==> src/rtl/dmrp_pkg.sv <==
// shared types and constants of the dual motor ramp pwm drive
`default_nettype none

package dmrp_pkg;

    // command codes
    localparam logic OP_SET  = 1'b0;
    localparam logic OP_TICK = 1'b1;

    // configuration register indexes
    localparam int CFG_INDEX_W = 2;
    localparam logic [CFG_INDEX_W-1:0] REG_STEP   = 2'd0;
    localparam logic [CFG_INDEX_W-1:0] REG_FULL   = 2'd1;
    localparam logic [CFG_INDEX_W-1:0] REG_PERIOD = 2'd2;
    localparam logic [CFG_INDEX_W-1:0] REG_LIMIT  = 2'd3;

    // register reset values
    localparam logic [15:0] STEP_RESET   = 16'd20;
    localparam logic [15:0] FULL_RESET   = 16'd1000;
    localparam logic [15:0] PERIOD_RESET = 16'd4000;
    localparam logic [6:0]  LIMIT_RESET  = 7'd90;

    // duty arithmetic
    localparam logic [6:0]  DUTY_MAX  = 7'd100;
    localparam logic [7:0]  DUTY_MID  = 8'd100;
    localparam logic [15:0] HALF_SPAN = 16'd200;

    // direction pin codes, bit 0 in_one, bit 1 in_two
    localparam logic [1:0] DIR_FWD = 2'b10;
    localparam logic [1:0] DIR_REV = 2'b01;

    typedef struct packed {
        logic busy;
        logic done;
    } div_status_t;

endpackage

`default_nettype wire

==> src/rtl/dmrp_ifs.sv <==
// handshake channels of the dual motor ramp pwm drive
`default_nettype none

interface dmrp_cmd_if;
    logic               valid;
    logic               ready;
    logic               opcode;
    logic               motor_id;
    logic signed [15:0] target_speed;

    modport source (output valid, opcode, motor_id, target_speed, input ready);
    modport sink   (input valid, opcode, motor_id, target_speed, output ready);
endinterface

interface dmrp_res_if;
    logic               valid;
    logic               ready;
    logic               bridge_enable;
    logic               right_in_one;
    logic               right_in_two;
    logic               left_in_one;
    logic               left_in_two;
    logic [15:0]        right_compare;
    logic [15:0]        left_compare;
    logic signed [15:0] right_speed;
    logic signed [15:0] left_speed;

    modport source (output valid, bridge_enable, right_in_one, right_in_two, left_in_one,
                    left_in_two, right_compare, left_compare, right_speed, left_speed,
                    input ready);
    modport sink   (input valid, bridge_enable, right_in_one, right_in_two, left_in_one,
                    left_in_two, right_compare, left_compare, right_speed, left_speed,
                    output ready);
endinterface

interface dmrp_cfg_if;
    logic        valid;
    logic        ready;
    logic [1:0]  index;
    logic [15:0] data;

    modport source (output valid, index, data, input ready);
    modport sink   (input valid, index, data, output ready);
endinterface

`default_nettype wire

==> src/rtl/dmrp_div.sv <==
// bit-serial restoring divider, one quotient bit per cycle
`default_nettype none

module dmrp_div #(
    parameter int DW = 24
) (
    input  wire logic                  clk,
    input  wire logic                  rst_n,
    input  wire logic                  start,
    input  wire logic [DW-1:0]         dividend,
    input  wire logic [15:0]           divisor,
    output logic      [DW-1:0]         quotient,
    output dmrp_pkg::div_status_t      status
);

    localparam int CW = $clog2(DW + 1);

    logic          busy_reg, busy_next;
    logic          done_reg, done_next;
    logic [CW-1:0] cnt_reg, cnt_next;
    logic [15:0]   rem_reg;
    logic [DW-1:0] quo_reg;
    logic [15:0]   dvs_reg;

    logic [16:0]   trial;
    logic [16:0]   diff;
    logic          fits;

    // shift one dividend bit into the partial remainder
    always_comb
    begin
        trial = {rem_reg, quo_reg[DW-1]};
        diff  = trial - {1'b0, dvs_reg};
        fits  = (trial >= {1'b0, dvs_reg});
    end

    always_comb
    begin
        busy_next = busy_reg;
        cnt_next  = cnt_reg;
        done_next = 1'b0;
        if (start)
        begin
            busy_next = 1'b1;
            cnt_next  = CW'(DW);
        end
        else if (busy_reg)
        begin
            cnt_next = cnt_reg - 1'b1;
            if (cnt_reg == CW'(1))
            begin
                busy_next = 1'b0;
                done_next = 1'b1;
            end
        end
    end

    always_ff @(posedge clk or negedge rst_n)
    begin
        if (!rst_n)
        begin
            busy_reg <= 1'b0;
            done_reg <= 1'b0;
            cnt_reg  <= '0;
        end
        else
        begin
            busy_reg <= busy_next;
            done_reg <= done_next;
            cnt_reg  <= cnt_next;
        end
    end

    always_ff @(posedge clk)
    begin
        if (start)
        begin
            rem_reg <= '0;
            quo_reg <= dividend;
            dvs_reg <= divisor;
        end
        else if (busy_reg)
        begin
            rem_reg <= fits ? diff[15:0] : trial[15:0];
            quo_reg <= {quo_reg[DW-2:0], fits};
        end
    end

    assign quotient    = quo_reg;
    assign status.busy = busy_reg;
    assign status.done = done_reg;

endmodule

`default_nettype wire

==> src/rtl/dual_motor_ramp_pwm_drive_top.sv <==
// top level of the dual motor ramp pwm drive
//
// channels: cmd takes one item per command (set target speed of one motor, or a
// ramp tick for both), res gives one result item per command with the bridge
// enable, direction pins, pwm compare values and ramped speeds; cfg writes the
// four registers (step, full scale, pwm period, duty limit) and is always ready
// each command runs two bit-serial divisions in sequence, one divider per motor:
// speed*100 / full scale, then (100 + duty) * period / 200; a new command is
// taken only once the last result has moved into the output register
// reset: targets, ramped speeds and direction pins clear, bridge off, registers
// take their defaults (step 20, full scale 1000, period 4000, limit 90)
// stall: the finished result sits in an output register; cmd is taken again
// while it waits, and a newer result waits in its last step until res drains
`default_nettype none

module dual_motor_ramp_pwm_drive_top #(
    parameter int SPEED_WIDTH = 16
) (
    input  wire logic  clk,
    input  wire logic  rst_n,
    dmrp_cmd_if.sink   cmd,
    dmrp_res_if.source res,
    dmrp_cfg_if.sink   cfg
);

    localparam int SW = SPEED_WIDTH;
    // dividend width covers |speed| * 100 and (100 + duty) * period
    localparam int DW = (SW + 7 > 24) ? SW + 7 : 24;
    // ramp compare width covers speed plus a 16 bit step without overflow
    localparam int RW = ((SW > 16) ? SW : 17) + 1;

    typedef enum logic [2:0] {
        S_IDLE,
        S_PREP,
        S_DIV1,
        S_MUL,
        S_DIV2,
        S_OUT
    } state_t;

    state_t state_reg, state_next;

    // configuration registers
    logic [15:0] step_reg, step_next;
    logic [15:0] full_reg, full_next;
    logic [15:0] period_reg, period_next;
    logic [6:0]  limit_reg, limit_next;

    // drive state
    logic signed [SW-1:0] target_reg [2];
    logic signed [SW-1:0] target_next [2];
    logic signed [SW-1:0] ramp_reg [2];
    logic signed [SW-1:0] ramp_next [2];
    logic [1:0]           dir_reg [2];
    logic [1:0]           dir_next [2];
    logic                 bridge_reg, bridge_next;

    // result register
    logic                 out_valid_reg, out_valid_next;
    logic                 out_bridge_reg, out_bridge_next;
    logic [1:0]           out_dir_reg [2];
    logic [1:0]           out_dir_next [2];
    logic [15:0]          out_cmp_reg [2];
    logic [15:0]          out_cmp_next [2];
    logic [15:0]          out_speed_reg [2];
    logic [15:0]          out_speed_next [2];

    // per motor datapath between divisions
    logic                 neg_reg [2];
    logic [7:0]           e_reg [2];
    logic [15:0]          cmp_reg [2];

    // combinational helpers
    logic signed [31:0]   tgt_ext;
    logic signed [SW-1:0] tgt_w;
    logic signed [RW-1:0] s_x;
    logic signed [RW-1:0] r_x [2];
    logic signed [RW-1:0] t_x [2];
    logic signed [RW-1:0] up_x [2];
    logic signed [RW-1:0] dn_x [2];
    logic signed [RW-1:0] hi_x [2];
    logic signed [SW-1:0] tick_val [2];
    logic [SW-1:0]        mag [2];
    logic [DW-1:0]        mag_x [2];
    logic [DW-1:0]        dvd1 [2];
    logic [23:0]          prod24 [2];
    logic [6:0]           lim_eff;
    logic [6:0]           dmag [2];
    logic [7:0]           e_calc [2];
    logic [15:0]          q2 [2];
    logic [15:0]          cmp_calc [2];
    logic signed [31:0]   sx32 [2];
    logic [15:0]          full_eff;

    // divider hookup
    logic                  div_start;
    logic [15:0]           div_divisor;
    logic [DW-1:0]         div_dividend [2];
    logic [DW-1:0]         div_quo [2];
    dmrp_pkg::div_status_t div_st [2];

    assign cmd.ready = (state_reg == S_IDLE);
    assign cfg.ready = 1'b1;

    // target sign-extended from 16 bits, then wrapped to the speed width
    assign tgt_ext = 32'(cmd.target_speed);
    assign tgt_w   = tgt_ext[SW-1:0];

    assign s_x      = RW'($signed({1'b0, step_reg}));
    assign full_eff = (full_reg == '0) ? 16'd1 : full_reg;
    assign lim_eff  = (limit_reg > dmrp_pkg::DUTY_MAX) ? dmrp_pkg::DUTY_MAX : limit_reg;

    always_comb
    begin
        for (int k = 0; k < 2; k++)
        begin
            // ramp step toward target, snap when within one step
            r_x[k]  = RW'(ramp_reg[k]);
            t_x[k]  = RW'(target_reg[k]);
            up_x[k] = r_x[k] + s_x;
            dn_x[k] = r_x[k] - s_x;
            hi_x[k] = t_x[k] + s_x;
            if (up_x[k] < t_x[k])
                tick_val[k] = up_x[k][SW-1:0];
            else if (r_x[k] > hi_x[k])
                tick_val[k] = dn_x[k][SW-1:0];
            else
                tick_val[k] = target_reg[k];

            // |speed| * 100 as shifts and adds
            mag[k]   = ramp_reg[k][SW-1] ? SW'(0 - ramp_reg[k]) : SW'(ramp_reg[k]);
            mag_x[k] = DW'(mag[k]);
            dvd1[k]  = (mag_x[k] << 6) + (mag_x[k] << 5) + (mag_x[k] << 2);

            // clamp duty magnitude, then offset around mid scale
            dmag[k]   = (div_quo[k] > DW'(lim_eff)) ? lim_eff : div_quo[k][6:0];
            e_calc[k] = neg_reg[k] ? dmrp_pkg::DUTY_MID - 8'(dmag[k])
                                   : dmrp_pkg::DUTY_MID + 8'(dmag[k]);

            prod24[k] = 24'(e_reg[k]) * 24'(period_reg);

            // compare is quotient minus one, held at zero
            q2[k]       = div_quo[k][15:0];
            cmp_calc[k] = (q2[k] == '0) ? '0 : q2[k] - 16'd1;

            sx32[k] = 32'(ramp_reg[k]);

            div_dividend[k] = (state_reg == S_PREP) ? dvd1[k] : DW'(prod24[k]);
        end
    end

    assign div_start   = (state_reg == S_PREP) || (state_reg == S_MUL);
    assign div_divisor = (state_reg == S_PREP) ? full_eff : dmrp_pkg::HALF_SPAN;

    // one divider per motor, both run in lockstep
    for (genvar g = 0; g < 2; g++)
    begin : g_lane
        dmrp_div #(
            .DW(DW)
        ) u_div (
            .clk      (clk),
            .rst_n    (rst_n),
            .start    (div_start),
            .dividend (div_dividend[g]),
            .divisor  (div_divisor),
            .quotient (div_quo[g]),
            .status   (div_st[g])
        );
    end

    always_comb
    begin
        state_next      = state_reg;
        step_next       = step_reg;
        full_next       = full_reg;
        period_next     = period_reg;
        limit_next      = limit_reg;
        bridge_next     = bridge_reg;
        out_valid_next  = out_valid_reg;
        out_bridge_next = out_bridge_reg;
        for (int k = 0; k < 2; k++)
        begin
            target_next[k]    = target_reg[k];
            ramp_next[k]      = ramp_reg[k];
            dir_next[k]       = dir_reg[k];
            out_dir_next[k]   = out_dir_reg[k];
            out_cmp_next[k]   = out_cmp_reg[k];
            out_speed_next[k] = out_speed_reg[k];
        end

        // register writes are to arrive only while idle; the block itself does not enforce it
        if (cfg.valid)
        begin
            case (cfg.index)
                dmrp_pkg::REG_STEP:   step_next   = cfg.data;
                dmrp_pkg::REG_FULL:   full_next   = cfg.data;
                dmrp_pkg::REG_PERIOD: period_next = cfg.data;
                dmrp_pkg::REG_LIMIT:  limit_next  = cfg.data[6:0];
                default:              ;
            endcase
        end

        // result taken downstream
        if (res.ready)
            out_valid_next = 1'b0;

        case (state_reg)
            S_IDLE:
            begin
                if (cmd.valid)
                begin
                    if (cmd.opcode == dmrp_pkg::OP_SET)
                    begin
                        if (cmd.motor_id)
                            target_next[1] = tgt_w;
                        else
                            target_next[0] = tgt_w;
                        bridge_next = (target_next[0] != '0) || (target_next[1] != '0);
                    end
                    else
                    begin
                        ramp_next[0] = tick_val[0];
                        ramp_next[1] = tick_val[1];
                    end
                    state_next = S_PREP;
                end
            end
            S_PREP:
            begin
                // zero speed keeps the last pins
                for (int k = 0; k < 2; k++)
                begin
                    if (ramp_reg[k] > 0)
                        dir_next[k] = dmrp_pkg::DIR_FWD;
                    else if (ramp_reg[k] < 0)
                        dir_next[k] = dmrp_pkg::DIR_REV;
                end
                state_next = S_DIV1;
            end
            S_DIV1:
            begin
                if (div_st[0].done)
                    state_next = S_MUL;
            end
            S_MUL:
            begin
                state_next = S_DIV2;
            end
            S_DIV2:
            begin
                if (div_st[0].done)
                    state_next = S_OUT;
            end
            S_OUT:
            begin
                if (!out_valid_reg || res.ready)
                begin
                    out_valid_next  = 1'b1;
                    out_bridge_next = bridge_reg;
                    for (int k = 0; k < 2; k++)
                    begin
                        out_dir_next[k]   = dir_reg[k];
                        out_cmp_next[k]   = cmp_reg[k];
                        out_speed_next[k] = sx32[k][15:0];
                    end
                    state_next = S_IDLE;
                end
            end
            default:
            begin
                state_next = S_IDLE;
            end
        endcase
    end

    always_ff @(posedge clk or negedge rst_n)
    begin
        if (!rst_n)
        begin
            state_reg      <= S_IDLE;
            step_reg       <= dmrp_pkg::STEP_RESET;
            full_reg       <= dmrp_pkg::FULL_RESET;
            period_reg     <= dmrp_pkg::PERIOD_RESET;
            limit_reg      <= dmrp_pkg::LIMIT_RESET;
            bridge_reg     <= 1'b0;
            out_valid_reg  <= 1'b0;
            out_bridge_reg <= 1'b0;
            for (int k = 0; k < 2; k++)
            begin
                target_reg[k]    <= '0;
                ramp_reg[k]      <= '0;
                dir_reg[k]       <= '0;
                out_dir_reg[k]   <= '0;
                out_cmp_reg[k]   <= '0;
                out_speed_reg[k] <= '0;
            end
        end
        else
        begin
            state_reg      <= state_next;
            step_reg       <= step_next;
            full_reg       <= full_next;
            period_reg     <= period_next;
            limit_reg      <= limit_next;
            bridge_reg     <= bridge_next;
            out_valid_reg  <= out_valid_next;
            out_bridge_reg <= out_bridge_next;
            for (int k = 0; k < 2; k++)
            begin
                target_reg[k]    <= target_next[k];
                ramp_reg[k]      <= ramp_next[k];
                dir_reg[k]       <= dir_next[k];
                out_dir_reg[k]   <= out_dir_next[k];
                out_cmp_reg[k]   <= out_cmp_next[k];
                out_speed_reg[k] <= out_speed_next[k];
            end
        end
    end

    // intermediate values held across the two divisions
    always_ff @(posedge clk)
    begin
        for (int k = 0; k < 2; k++)
        begin
            if (state_reg == S_PREP)
                neg_reg[k] <= ramp_reg[k][SW-1];
            if ((state_reg == S_DIV1) && div_st[0].done)
                e_reg[k] <= e_calc[k];
            if ((state_reg == S_DIV2) && div_st[0].done)
                cmp_reg[k] <= cmp_calc[k];
        end
    end

    // result port, right motor is lane 0
    assign res.valid         = out_valid_reg;
    assign res.bridge_enable = out_bridge_reg;
    assign res.right_in_one  = out_dir_reg[0][0];
    assign res.right_in_two  = out_dir_reg[0][1];
    assign res.left_in_one   = out_dir_reg[1][0];
    assign res.left_in_two   = out_dir_reg[1][1];
    assign res.right_compare = out_cmp_reg[0];
    assign res.left_compare  = out_cmp_reg[1];
    assign res.right_speed   = out_speed_reg[0];
    assign res.left_speed    = out_speed_reg[1];

    // bridge follows the stored targets at all times
    a_bridge_tracks_targets: assert property (@(posedge clk) disable iff (!rst_n)
        bridge_reg == ((target_reg[0] != '0) || (target_reg[1] != '0)))
        else $error("bridge enable out of step with targets");

    // both motor dividers run in lockstep
    a_lanes_lockstep: assert property (@(posedge clk) disable iff (!rst_n)
        (div_st[0].done == div_st[1].done) && (div_st[0].busy == div_st[1].busy))
        else $error("motor dividers out of step");

    // no division left running once a command may be taken
    a_idle_divider_quiet: assert property (@(posedge clk) disable iff (!rst_n)
        (state_reg == S_IDLE) |-> (!div_st[0].busy && !div_st[0].done))
        else $error("divider active while idle");

    // a taken command always starts the divider next
    a_accept_starts: assert property (@(posedge clk) disable iff (!rst_n)
        (cmd.valid && cmd.ready) |=> (state_reg == S_PREP))
        else $error("taken command did not start processing");

endmodule

`default_nettype wire
==> src/flat_wrapper.sv <==
// flat-port wrapper written by rule: the top's interface ports become plain ports
module dual_motor_ramp_pwm_drive_top_flat 
#(
    parameter int SPEED_WIDTH = 16
)
  (clk, rst_n, cmd_valid, cmd_opcode, cmd_motor_id, cmd_target_speed, cmd_ready, res_valid, res_bridge_enable, res_right_in_one, res_right_in_two, res_left_in_one, res_left_in_two, res_right_compare, res_left_compare, res_right_speed, res_left_speed, res_ready, cfg_valid, cfg_index, cfg_data, cfg_ready);
  dmrp_cmd_if cmd_i ();
  dmrp_res_if res_i ();
  dmrp_cfg_if cfg_i ();
  input  wire logic clk;
  input  wire logic rst_n;
  input wire logic [$bits(cmd_i.valid)-1:0] cmd_valid;
  input wire logic [$bits(cmd_i.opcode)-1:0] cmd_opcode;
  input wire logic [$bits(cmd_i.motor_id)-1:0] cmd_motor_id;
  input wire logic [$bits(cmd_i.target_speed)-1:0] cmd_target_speed;
  output wire logic [$bits(cmd_i.ready)-1:0] cmd_ready;
  output wire logic [$bits(res_i.valid)-1:0] res_valid;
  output wire logic [$bits(res_i.bridge_enable)-1:0] res_bridge_enable;
  output wire logic [$bits(res_i.right_in_one)-1:0] res_right_in_one;
  output wire logic [$bits(res_i.right_in_two)-1:0] res_right_in_two;
  output wire logic [$bits(res_i.left_in_one)-1:0] res_left_in_one;
  output wire logic [$bits(res_i.left_in_two)-1:0] res_left_in_two;
  output wire logic [$bits(res_i.right_compare)-1:0] res_right_compare;
  output wire logic [$bits(res_i.left_compare)-1:0] res_left_compare;
  output wire logic [$bits(res_i.right_speed)-1:0] res_right_speed;
  output wire logic [$bits(res_i.left_speed)-1:0] res_left_speed;
  input wire logic [$bits(res_i.ready)-1:0] res_ready;
  input wire logic [$bits(cfg_i.valid)-1:0] cfg_valid;
  input wire logic [$bits(cfg_i.index)-1:0] cfg_index;
  input wire logic [$bits(cfg_i.data)-1:0] cfg_data;
  output wire logic [$bits(cfg_i.ready)-1:0] cfg_ready;
  assign cmd_i.valid = cmd_valid;
  assign cmd_i.opcode = cmd_opcode;
  assign cmd_i.motor_id = cmd_motor_id;
  assign cmd_i.target_speed = cmd_target_speed;
  assign cmd_ready = cmd_i.ready;
  assign res_valid = res_i.valid;
  assign res_bridge_enable = res_i.bridge_enable;
  assign res_right_in_one = res_i.right_in_one;
  assign res_right_in_two = res_i.right_in_two;
  assign res_left_in_one = res_i.left_in_one;
  assign res_left_in_two = res_i.left_in_two;
  assign res_right_compare = res_i.right_compare;
  assign res_left_compare = res_i.left_compare;
  assign res_right_speed = res_i.right_speed;
  assign res_left_speed = res_i.left_speed;
  assign res_i.ready = res_ready;
  assign cfg_i.valid = cfg_valid;
  assign cfg_i.index = cfg_index;
  assign cfg_i.data = cfg_data;
  assign cfg_ready = cfg_i.ready;
  dual_motor_ramp_pwm_drive_top #(.SPEED_WIDTH(SPEED_WIDTH)) u_core (.clk(clk), .rst_n(rst_n), .cmd(cmd_i), .res(res_i), .cfg(cfg_i));
endmodule
==> config.mk <==
export PLATFORM = sky130hd
export DESIGN_NAME = dual_motor_ramp_pwm_drive_top_flat
export DESIGN_NICKNAME = d
export VERILOG_FILES = /design/src/rtl/dmrp_pkg.sv /design/src/rtl/dmrp_ifs.sv /design/src/rtl/dmrp_div.sv /design/src/rtl/dual_motor_ramp_pwm_drive_top.sv /design/src/flat_wrapper.sv
export SDC_FILE = /design/constraint.sdc
export NUM_CORES = 2
export LEC_CHECK = 0
export ABC_AREA = 1
export BUFFER_PORTS_ARGS = -buffer_cell sky130_fd_sc_hd__buf_4
export CAP_MARGIN = 20
export CORE_MARGIN = 10
export CORE_UTILIZATION = 41
export CTS_CLUSTER_SIZE = 30
export DETAILED_ROUTE_END_ITERATION = 16
export PLACE_DENSITY_LB_ADDON = 0.2
export SLEW_MARGIN = 30
export SYNTH_ARGS = -nofsm -noshare
export SYNTH_HDL_FRONTEND = slang
export SYNTH_SLANG_ARGS = --single-unit
==> constraint.sdc <==
create_clock -name clk -period 8.3 [get_ports clk]
set_input_delay 0.83 -clock clk [delete_from_list [all_inputs] [get_ports clk]]
set_output_delay 0.83 -clock clk [all_outputs]
set_load 0.01 [all_outputs]
==> out/qor.txt <==
CP Depth = 30
Fmax = 0.169 GHz
Hold Buf Count CTS = 0
DP HPWL = 91100 um
First-pass GRT wire length = 176000 um
Most area-consuming cells after synthesis = dfrtp_1 (13%), ha_1 (13%), nand2_1 (11%), fa_1 (10%), edfxtp_1 (9.5%)
Synthesized flop and latch total = 356
Post-synth EDFFs = 114
Minimum clock period = 5930 ps
Critical Path AT = 6440 ps
Crit. End Element = flop
Initial antenna violation count = 9
FILL cells = 8865
Slew margin rel. = 33.4%
Post-synth cell types = 69
CTS tree = done
Async SR Flop Fraction = 59.0%
Synthesized area per cell = 7.53 sq um
Worst Path Max Fanout = 12
Fin cells = 5971
GPL Wtd Cong = 0.970
DRT Pass-1 Iters = 6
Sum Neg Setup Slack = 0 ps
Hold crit path type = input port to async pin
Die width = 316 um
Final setup viols = 0
Via density = 5.23
Clock Tree Buf Depth = 3
Register area share after synthesis = 26.1%
Remaining Overflow, GRT = 0
Max-Cap Viols = 0
Fraction of layout instances using a drive strength above 1 = 7.89%
Total Nets Final = 5372
Worst-Skew Late Latency = 600 ps
RSZ-0062 raised after global routing = false
Syn Nets = 5355
Vias in the first global route = 30400
Worst r2r path cells = 30
Largest area contributor in the netlist = dfrtp_1
Core box area = 86800 sq um
H-tree lvl count = 2
I/O Pins = 113
Run status = complete, no violations
Top_reg_cell synth = dfrtp_1
Crit-path max cell delay = 790 ps
Starting DRC count in detailed routing = 2261
Num rows = 108
Global Route Usage Sum = 22.5%
WHS = 242 ps
Share of the synthesized area in the top cell type = 13.4%
Die area = 99700 sq um
CP Class = flop to flop
Worst-path clk slew = 60 ps
Routed len/inst = 19.0 um
Max FFs per register = 48
Die Y = 316 um
Cell Area, Synth = 35900 sq um
CTS Sinks = 356
Most frequent CP cell = nand2_1
Number of gates resized after CTS = 0
Max Slew Vio Count = 0
Inserted Clock Buffers = 46
Buf/Inv on CP = 4
Worst setup SP type = flop
Largest net degree at the start of global routing = 98
YS warnings = 0
Total routed wirelength = 114000 um
Drt drc = 0
Syn Inst Count = 4762
Worst Path Required = 8810 ps
Delay-heaviest family, CP = simple AND/OR/NAND/NOR gates
Setup Skew = 22.5 ps
Slew of the pin with the lowest slew margin = 996 ps
Layout area overhead = 9.59%
Crit share post-route = 71.5%
Dpl cells = 5886
Initial core utilization = 41.3%
Final Hold Vio Count = 0
Final antenna-violating net count = 0
Setup bufs post-CTS = 0
CTS Root Cell = clkbuf_16
Port bufs = 111
CP max stage cell = nor2_1
Total number of vias = 31300
placed cells by master, fill, tap and decap left out, drive strengths merged, types with 5 or more instances in the layout:
cell type     n
o21ai       347
ha          372
nor4         24
inv         907
o31ai        15
nor3         44
bufinv        5
dfrtp       192
nand3       157
clkbuf       58
or2          13
nand4        43
o221ai       27
nand3b        7
dfstp        18
edfxtp      114
fa          180
a32o          8
mux2         34
xnor2        50
dfxtp        32
a21boi       14
clkinv       16
a22oi         9
a221oi        8
o211ai       37
a21o          7
a21oi       308
nand2      1119
nor2        249
a31oi        14
o21bai       24
o22ai        19
a211oi       13
xor2        155
buf         137
o21a         10
path summary, 6_finish.rpt:
check	slack, ps	to	start
worst max-delay path	2370	u_core.r_x[11]	u_core.step_reg[1]
worst min-delay path	240	u_core.t_x[29]	rst_n
worst max register to register	2370	u_core.r_x[11]	u_core.step_reg[1]
worst min register to register	480	u_core.res.left_compare[15]	u_core.cmp_reg[1][15]
max in group asynchronous	6700	u_core.g_lane[0].u_div.done_reg	rst_n
min in group clk	480	u_core.res.left_compare[15]	u_core.cmp_reg[1][15]
worst register-to-register path: cells and delay by family, from the launching register on:
kind	cells	cell delay [ps]
simple gates	15	2340
flops	1	710
xor+xnor	1	100
buf+inv	4	600
fa+ha+maj	2	700
compound gates	8	1410
through the flow:
stage / instance area, sq um / utilization, % / worst slack [ps]
after global routing: 39300 / 45.3 / 1750
after floorplan: 35900 / - / 3030
after global placement: 37700 / 43.4 / 2690
after CTS: 39300 / 45.3 / 2480
after detailed placement: 37700 / 43.5 / 2520
final: 39300 / 45.3 / 2370
Yosys cell counts (8+ instances only):
library cell and number:
a31oi_1 14, dfxtp_1 32, inv_2 15, nand2_1 1079, a22oi_1 9, ha_1 372
nor2_2 8, o31ai_1 15, clkbuf_1 141, buf_2 18, nor4_1 24, nor3_1 44
dfstp_2 18, o21a_1 9, a21oi_1 307, nor2_1 239, o21ai_1 21, a221oi_1 8
a211oi_1 13, or2_2 12, o22ai_1 19, o211ai_1 37, nand4_1 42, mux2_2 34
xnor2_1 50, o21ai_0 314, edfxtp_1 114, nand3_1 150, a32o_1 8, o21bai_1 23
inv_1 887, nand2_2 37, fa_1 180, xor2_1 155, o221ai_1 27, o21ai_2 11
dfrtp_1 192
layer usage:
metal  vias up  global-route usage [%]  wire length [um]
li1      15300                       -                 -
met1     14900                    30.6             51400
met2       846                    37.5             52400
met3       146                    2.47              6400
met4         2                    6.56              3370
met5         -                       0                18
layout make-up:
type,count,area (sq um),share of cell area (%)
multi-input combinational,3332,22500,57.2
sequential,356,9340,23.8
inverter,906,3400,8.66
tap,1155,1450,3.68
clock buffer,58,1270,3.23
timing repair buffer,137,1040,2.64
clock inverter,26,304,0.774
antenna,1,2.50,0.00637
logic make-up (layout without fill, tap and decap cells):
| kind of cell | count (synthesis) | count (layout) | share of synthesized area, % |
|---|---|---|---|
| flops | 356 | 356 | 26.1 |
| simple gates | 1667 | 1667 | 19.4 |
| mux | 36 | 36 | 1.12 |
| buf+inv | 1074 | 1127 | 11.4 |
| xor+xnor | 205 | 205 | 5.01 |
| fa+ha+maj | 552 | 552 | 23.0 |
| other cells | 1 | 2 | 0.0105 |
| compound gates | 871 | 871 | 14.0 |
Power is not shown: default switching activity piles up to over one toggle a cycle in this logic, so the estimate is an artifact.
